**config.mk**
```make
export PLATFORM = sky130hd
export DESIGN_NAME = pfla_ram
export DESIGN_NICKNAME = d
export VERILOG_FILES = /design/src/rtl/pfla_pkg.sv /design/src/rtl/pfla_ram.sv
export SDC_FILE = /design/constraint.sdc
export NUM_CORES = 1
export LEC_CHECK = 0
export BUFFER_PORTS_ARGS = -buffer_cell sky130_fd_sc_hd__buf_4
export CAP_MARGIN = 15
export CELL_PAD_IN_SITES_DETAIL_PLACEMENT = 1
export CELL_PAD_IN_SITES_GLOBAL_PLACEMENT = 1
export CORE_MARGIN = 2
export CORE_UTILIZATION = 57
export DETAILED_ROUTE_END_ITERATION = 6
export MAX_ROUTING_LAYER = met4
export PLACE_DENSITY_LB_ADDON = 0.1
export SYNTH_ARGS = -nofsm -noshare
export SYNTH_HDL_FRONTEND = slang
export SYNTH_SLANG_ARGS = --single-unit
```
**constraint.sdc**
```tcl
create_clock -name clk -period 6.9 [get_ports clk]
set_input_delay 0.69 -clock clk [delete_from_list [all_inputs] [get_ports clk]]
set_output_delay 0.69 -clock clk [all_outputs]
set_load 0.05 [all_outputs]
```
**src/rtl/pfla_pkg.sv**
```systemverilog
// shared types and constants for the pool free list allocator
package pfla_pkg;

  // payload field widths
  localparam int REQ_W    = 2;
  localparam int SLOT_W   = 10;
  localparam int STATUS_W = 2;
  localparam int COUNT_W  = 11;

  // default number of slots in the pool
  localparam int POOL_DEPTH_DEF = 1024;

  // request codes
  typedef enum logic [REQ_W-1:0] {
    REQ_ALLOC        = 2'd0,
    REQ_FREE         = 2'd1,
    REQ_COUNT_ACTIVE = 2'd2,
    REQ_COUNT_IDLE   = 2'd3
  } req_t;

  // result status codes
  typedef enum logic [STATUS_W-1:0] {
    STAT_DONE       = 2'd0,
    STAT_EMPTY      = 2'd1,
    STAT_NOT_ACTIVE = 2'd2
  } status_t;

  // sequencer states
  typedef enum logic [3:0] {
    ST_CLEAR,
    ST_IDLE,
    ST_ALLOC_RD,
    ST_ALLOC_LINK,
    ST_ALLOC_FIX,
    ST_FREE_RD,
    ST_FREE_UNLINK,
    ST_FREE_PUSH,
    ST_FREE_FIX,
    ST_DONE
  } state_t;

endpackage

```
**src/rtl/pfla_ram.sv**
```systemverilog
// generic single write port ram with registered read
module pfla_ram #(
  parameter int WIDTH = 1,
  parameter int DEPTH = pfla_pkg::POOL_DEPTH_DEF
) (
  input  logic                     clk,
  input  logic                     we,
  input  logic [$clog2(DEPTH)-1:0] waddr,
  input  logic [WIDTH-1:0]         wdata,
  input  logic [$clog2(DEPTH)-1:0] raddr,
  output logic [WIDTH-1:0]         rdata
);

  logic [WIDTH-1:0] mem [DEPTH];

  // write port and registered read port
  always_ff @(posedge clk) begin
    if (we) begin
      mem[waddr] <= wdata;
    end
    rdata <= mem[raddr];
  end

endmodule

```
; ---- Word-level counts from Yosys, hierarchy flattened
; Memory sizes are Yosys's and may differ from the RTL's. A register that Yosys moved wholly into a read port is not among the register bits.
; Cells that the tools add are included.
[totals]
ff_bits = 0
mem_bits_rw = 1024
word_cells = 3
inputBits = 23
memories = 1
[mem_list]
columns = memory, depth, width, rd, rd_ports_with_merged_regs, write_ports, line_no
row1 = mem, 1024, 1, 1, 1, 1, pfla_ram.sv:14  ; logic [WIDTH-1:0] mem [DEPTH];
[classes]
n_mux = 2
[ops]
columns = cell, count
row1 = $mux 1, 2

; ---- Depth between registers and ports, before layout
; Gate-level depths: netlist of the first run.
[logic_depth]
depth_word = 2
ltp_mapped = 15

; ---- Least setup slack after synthesis of the first run
; Ideal clock, no wire load.
[synth_timing]
path_type = input -> register
from = input port raddr[0]
to = register rdata, read port of mem
slack_ns = 3.936
required_time_ns = 6.763
path_buffers = 4
stages = 10
arrival_time_ns = 2.827
cell_sequence = buf_6 buf_12 buf_12 buf_2 mux4_2 mux4_2 a211oi_1 nor2_1 o311ai_1 o2111ai_1
[synth_rtl]
columns = item, line_no
row1 = start: declaration, pfla_ram.sv:10  ; input logic [$clog2(DEPTH)-1:0] raddr,
row2 = end: declaration, pfla_ram.sv:11  ; output logic [WIDTH-1:0] rdata

==> results of run 1 <==
==> stage by stage <==
| stage | total power [mW] | instance area, µm² |
|---|---|---|
| floorplan | 7.39 | 44700 |
| global placement | 7.66 | 45400 |
| detailed placement | 7.68 | 45400 |
| CTS | 13.0 | 48600 |
| global route | 13.2 | 48800 |
| finish | 12.9 | 48800 |
==> registers in the layout (all words and copies together), names as in the netlist <==
signal  count
mem      1024
rdata       1
==> critical path, cell delays in order <==
cell and delay, ns:
buf_8 0.54, buf_4 0.50, mux4_2 0.57, mux4_2 0.51, nor2b_1 0.15, a31oi_1 0.48, a311oi_1 0.27, nor4_1 0.29
o2111ai_1 0.16
==> cell usage after synthesis (10+ instances only) <==
cell type     n  area share [%]
nor2_1     1036             8.7
edfxtp_1   1024              69
mux4_2      200              10
clkbuf_1    186             1.6
mux2i_1     123             2.8
nand2_1      86            0.72
buf_1        57            0.48
o221ai_1     49            0.96
a21oi_1      37            0.41
nand3_1      37            0.41
nor3_1       37            0.41
o22ai_1      28            0.39
buf_2        19            0.21
buf_6        18            0.45
a22oi_1      17            0.29
mux4_1       14            0.82
buf_4        13            0.22
nor2b_1      11            0.15
o21ai_0      11            0.12
nand4_1      10            0.14
==> kinds of logic (layout without fill, tap and decap cells) <==
| group | after synthesis | in the layout | share of synthesized area [%] |
|---|---|---|---|
| flip-flops | 1025 | 1025 | 68.9 |
| other | 0 | 1 | 0 |
| AO/OA/AOI/OAI | 178 | 178 | 2.83 |
| buffers and inverters | 309 | 285 | 3.30 |
| AND/OR/NAND/NOR | 1260 | 1260 | 11.2 |
| multiplexers | 340 | 340 | 13.7 |
==> area by class of cell <==
type | instances | area, µm² | area share, %
Clock buffer | 129 | 2730 | 5.59
Tap cell | 1040 | 1300 | 2.67
Timing Repair Buffer | 95 | 938 | 1.92
Multi-Input combinational cell | 1778 | 12600 | 25.8
Sequential cell | 1025 | 30800 | 63.1
Clock inverter | 55 | 444 | 0.910
Antenna cell | 1 | 2.50 | 0.00513
Inverter | 6 | 22.5 | 0.0462
==> power by group through the flow <==
stage | Combinational [mW] | Clock (mW) | Sequential, mW
global route | 0.735 | 5.63 | 6.85
global placement | 0.669 | 0 | 6.99
floorplan | 0.396 | 0 | 6.99
CTS | 0.690 | 5.42 | 6.86
detailed placement | 0.686 | 0 | 6.99
finish | 0.704 | 5.38 | 6.86
==> routing by layer <==
metal	GRT usage (%)	vias to the layer above	share of wire, %
met1	45.7	14518	38
met4	12.2	0	3.8
met5	-	-	0
li1	-	11292	-
met3	7.11	318	9.7
met2	54.3	1434	49
==> worst paths after layout <==
check	start	to	slack [ns]	cells past startpoint
worst min-delay path	raddr[6]	rdata	0.44	2
worst max-delay path	raddr[0]	rdata	3.17	9
worst max register to register	mem[263]	rdata	3.72	8
worst min register to register	mem[610]	rdata	1.25	6
==> flow_summary.json, run 1 <==
{
  "cp-end-kind": "flop",
  "gr-total-overflow": 0,
  "min_path_type": "input port to flop",
  "fmax_mhz": 268,
  "grt_max_degree": 250,
  "finalCriticalPeriod_ns": 3.73,
  "crit_fanout": 60,
  "critPathRequiredTime_ns": 7.44,
  "io_buffers": 23,
  "numCtsBuffers": 104,
  "yosysSeqAreaShare_pct": 68.9,
  "dp_hpwl_um": 72200,
  "async_reset_ff_share_pct": 0,
  "totalWireLength_um": 134000,
  "placed_cells": 3937,
  "synth_ff_type": "edfxtp_1",
  "cts_tree": "done",
  "drv_slew": 0,
  "wl_per_cell_um": 32.5,
  "period_share_pct": 54.0,
  "arrival_ns": 4.26,
  "crit_type": "input port to flop",
  "p_seq_share_pct": 53.0,
  "status": "finished, final reports clean",
  "leakagePower_nw": 14.5,
  "p_switching_mw": 2.88,
  "drive_gt1_share_pct": 15.4,
  "cp-start-kind": "input port",
  "synth_warnings": 0,
  "dieArea_um2": 80600,
  "slew_headroom_pct": 16.7,
  "clkSinkCount": 1025,
  "via_count": 27562,
  "row_count": 102,
  "cts-resized-gates": 0,
  "die_height_um": 284,
  "n_fill_cell": 6986,
  "cts_setup_buffers": 0,
  "drtPass1Iterations": 5,
  "htree_num_levels": 3,
  "hold_ws_ns": 0.444,
  "root_buffer": "clkbuf_16",
  "clockBufferDepth": 3,
  "drv_cap": 0,
  "viasPerCell": 6.68,
  "fin_tns_setup_ns": 0,
  "hold_viol_final": 0,
  "path_clk_slew_ns": 0.06,
  "clk-insertion-delay-late_ns": 0.68,
  "synthesis.nets": 3135,
  "final_antenna_net_count": 0,
  "clockPowerShare_pct": 41.6,
  "drc_errors": 0,
  "skew_ns": 0.0176,
  "p_int_mw": 10.1,
  "synthCells": 3112,
  "final_common_cell": "nor2_1",
  "avgSynthCellArea_um2": 14.3,
  "grt_pass1_vias": 28388,
  "area_delta_synth_final_pct": 9.28,
  "layout_common_cells": "1036 x nor2_1, 1024 x edfxtp_1, 200 x mux4_2",
  "drt_iter0_drc": 3959,
  "rsz0062_at_grt": "false",
  "yosysUniqueCellTypes": 56,
  "core_um2": 77500,
  "antenna_found_initial": 0,
  "ir_drop_mv": 0.219,
  "die_w_um": 284,
  "post-place-ws_ns": 2.66,
  "holdBufCountCts": 0,
  "worst_pin_slew_ns": 1.25,
  "grt_pass1_wl_um": 195000,
  "netlist_area_um2": 44700,
  "ys_ff_latch": 1025,
  "finalCoreUtilization_pct": 63.0,
  "power_density_nw_per_um2": 265,
  "place.gp.congestion": 0.835,
  "switching_share_pct": 22.3,
  "setup_violations": 0,
  "pwr-share-comb_pct": 5.4,
  "initial_core_util_pct": 57.6,
  "synth-edff-count": 1024,
  "nNetsFinal": 3033,
  "grt_util_all_layers_pct": 34.7,
  "post-route-worst-setup-slack_ns": 3.17,
  "ioPinCount": 24,
  "layout.cells.non_filler": 4129
}
Note: power is estimated with default switching activity, not from simulation.
==> run 2: changes to the inputs <==
--- a/config.mk
+++ b/config.mk
@@ -10,7 +10,7 @@
 export CELL_PAD_IN_SITES_DETAIL_PLACEMENT = 1
 export CELL_PAD_IN_SITES_GLOBAL_PLACEMENT = 1
 export CORE_MARGIN = 2
-export CORE_UTILIZATION = 57
+export CORE_UTILIZATION = 49
 export DETAILED_ROUTE_END_ITERATION = 6
 export MAX_ROUTING_LAYER = met4
 export PLACE_DENSITY_LB_ADDON = 0.1
==> constraint.sdc (replaced) <==
create_clock -name clk -period 3.4 [get_ports clk]
set_input_delay 0.34 -clock clk [delete_from_list [all_inputs] [get_ports clk]]
set_output_delay 0.34 -clock clk [all_outputs]
set_load 0.05 [all_outputs]
==> run 2 against run 1 <==
Net effect:
- non-clock buffer count rose by 134
- global-route usage fell by 3.0 points
- clock power rose by 110%
- clock skew fell by 0.0027 ns
- flip-flop and latch count did not move
- largest cell class unchanged
- wire length rose by 6.4%
- clock-buffer cell count rose by 3
- hold slack got worse by 0.36 ns
==> flow_summary.json, run 2 (synthesis results as in run 1) <==
{
  "cp-end-kind": "flop",
  "path_clk_slew_ns": 0.06,
  "critPathRequiredTime_ns": 3.95,
  "r2r_slack_ns": 0.69,
  "antenna_found_initial": 2,
  "crit_fanout": 2,
  "top_register": "mem",
  "drc_errors": 0,
  "crit_chain": "mux4_2 > mux4_2 > nor2b_1 > a31oi_1 > a311oi_1 > buf_4 > nor4_1 > o2111ai_1",
  "io_buffers": 23,
  "grt_util_all_layers_pct": 31.7,
  "dieArea_um2": 93600,
  "period_share_pct": 79.8,
  "grt_pass1_wl_um": 205000,
  "grt_pass1_vias": 28834,
  "drtPass1Iterations": 7,
  "finalCriticalPeriod_ns": 2.71,
  "holdBufCountCts": 0,
  "final_common_cell": "nor2_1",
  "htree_num_levels": 3,
  "die_height_um": 306,
  "cts_setup_buffers": 0,
  "crit_type": "flop to flop",
  "post-route-worst-setup-slack_ns": 0.687,
  "leakagePower_nw": 15.3,
  "power_density_nw_per_um2": 535,
  "r2r_cells": 8,
  "fmax_mhz": 369,
  "path_delay_family": "multiplexers",
  "largest_reg_flops": 1024,
  "slew_headroom_pct": 32.3,
  "viasPerCell": 6.28,
  "via_count": 27710,
  "path_depth": 8,
  "wl_per_cell_um": 32.4,
  "reg2reg_from": "mem[159]",
  "ioPinCount": 24,
  "area_delta_synth_final_pct": 12.9,
  "status": "finished, final reports clean",
  "design_power_total_mw": 27.0,
  "drive_gt1_share_pct": 19.1,
  "clkSinkCount": 1025,
  "grt_max_degree": 154,
  "place.gp.congestion": 0.838,
  "drt_iter0_drc": 3343,
  "clockBufferDepth": 3,
  "arrival_ns": 3.26,
  "cp-start-kind": "flop",
  "cts-resized-gates": 0,
  "setup_violations": 0,
  "initial_core_util_pct": 49.5,
  "root_buffer": "clkbuf_16",
  "clk-insertion-delay-late_ns": 0.68,
  "rr_endpoint": "rdata",
  "skew_ns": 0.0149,
  "dp_hpwl_um": 81200,
  "row_count": 110,
  "die_w_um": 306,
  "worst_pin_slew_ns": 1.01,
  "crit_buf_inv": 1,
  "numCtsBuffers": 109,
  "rsz0062_at_grt": "false",
  "min-delay-start": "raddr[6]",
  "layout_common_cells": "1035 x nor2_1, 1024 x edfxtp_1, 200 x mux4_2",
  "min_path_type": "input port to flop",
  "nNetsFinal": 3172,
  "cts_tree": "done",
  "largestRegisters": "mem x1024, rdata x1",
  "ir_drop_mv": 0.380,
  "hold_viol_final": 0,
  "drv_cap": 0,
  "post-place-ws_ns": 0.115,
  "critPathMostFrequentCell": "mux4_2",
  "final_antenna_net_count": 0,
  "hold_path_end": "rdata",
  "gr-total-overflow": 0,
  "core_um2": 90100,
  "cp_slowest_cell": "mux4_2",
  "drv_slew": 0,
  "totalWireLength_um": 143000,
  "max_stage_delay_ns": 0.48,
  "holdPathStages": 2,
  "fin_tns_setup_ns": 0
}
-- run 2: changes by cell type in the layout (fill, tap and decap cells not counted), sizes merged --
cell,change
buf,+134
clkinv,+10
clkinvlp,-5
bufinv,+4
clkbuf,+3
inv,-3
diode,+1
-- run 2: worst max path at each step --
stage / start / to / slack, ns
2_1_floorplan: raddr[0] / rdata / 0.79
3_3_place_gp: raddr[0] / rdata / 0.07
3_5_place_dp: raddr[0] / rdata / 0.12
4_1_cts: mem[159] / rdata / 0.73
5_1_grt: mem[144] / rdata / 0.59
6_report: mem[159] / rdata / 0.69
-- run 2: final cells by class --
type                       instances  area [µm²]
clock buffer                     132        2860
inverter                           6        22.5
timing repair buffer             229        2220
sequential                      1025       30800
clock inverter                    61         507
fill                            8513       39700
multi-input combinational       1778       12600
antenna                            2        5.00
tap                             1176        1470
-- run 2: power breakdown --
| group | leakage [nW] | total [mW] | switching, mW | internal, mW |
|---|---|---|---|---|
| registers | 9.21 | 13.9 | 0.00768 | 13.9 |
| logic | 4.47 | 1.57 | 1.02 | 0.555 |
| clock network | 1.66 | 11.5 | 4.91 | 6.59 |
-- run 2: metal layers --
| metal | wire length [µm] | global-route usage, % | up-vias |
|---|---|---|---|
| li1 | - | - | 11565 |
| met5 | 0 | - | - |
| met3 | 10400 | 4.37 | 263 |
| met2 | 71700 | 52.5 | 1185 |
| met4 | 4560 | 9.91 | 0 |
| met1 | 56100 | 40.8 | 14697 |
-- run 2: metrics by stage --
step / hold WS (ns) / cells / util (%) / area [µm²]
5_1_grt: 0.0742 / 4409 / 55.9 / 50400
2_1_floorplan: 0.439 / 3112 / - / 44700
3_5_place_dp: 0.768 / 4214 / 52.2 / 47000
3_3_place_gp: 0.759 / 4214 / 52.2 / 47000
4_1_cts: 0.0474 / 4407 / 55.9 / 50400
6_report: 0.0833 / 4409 / 55.9 / 50400
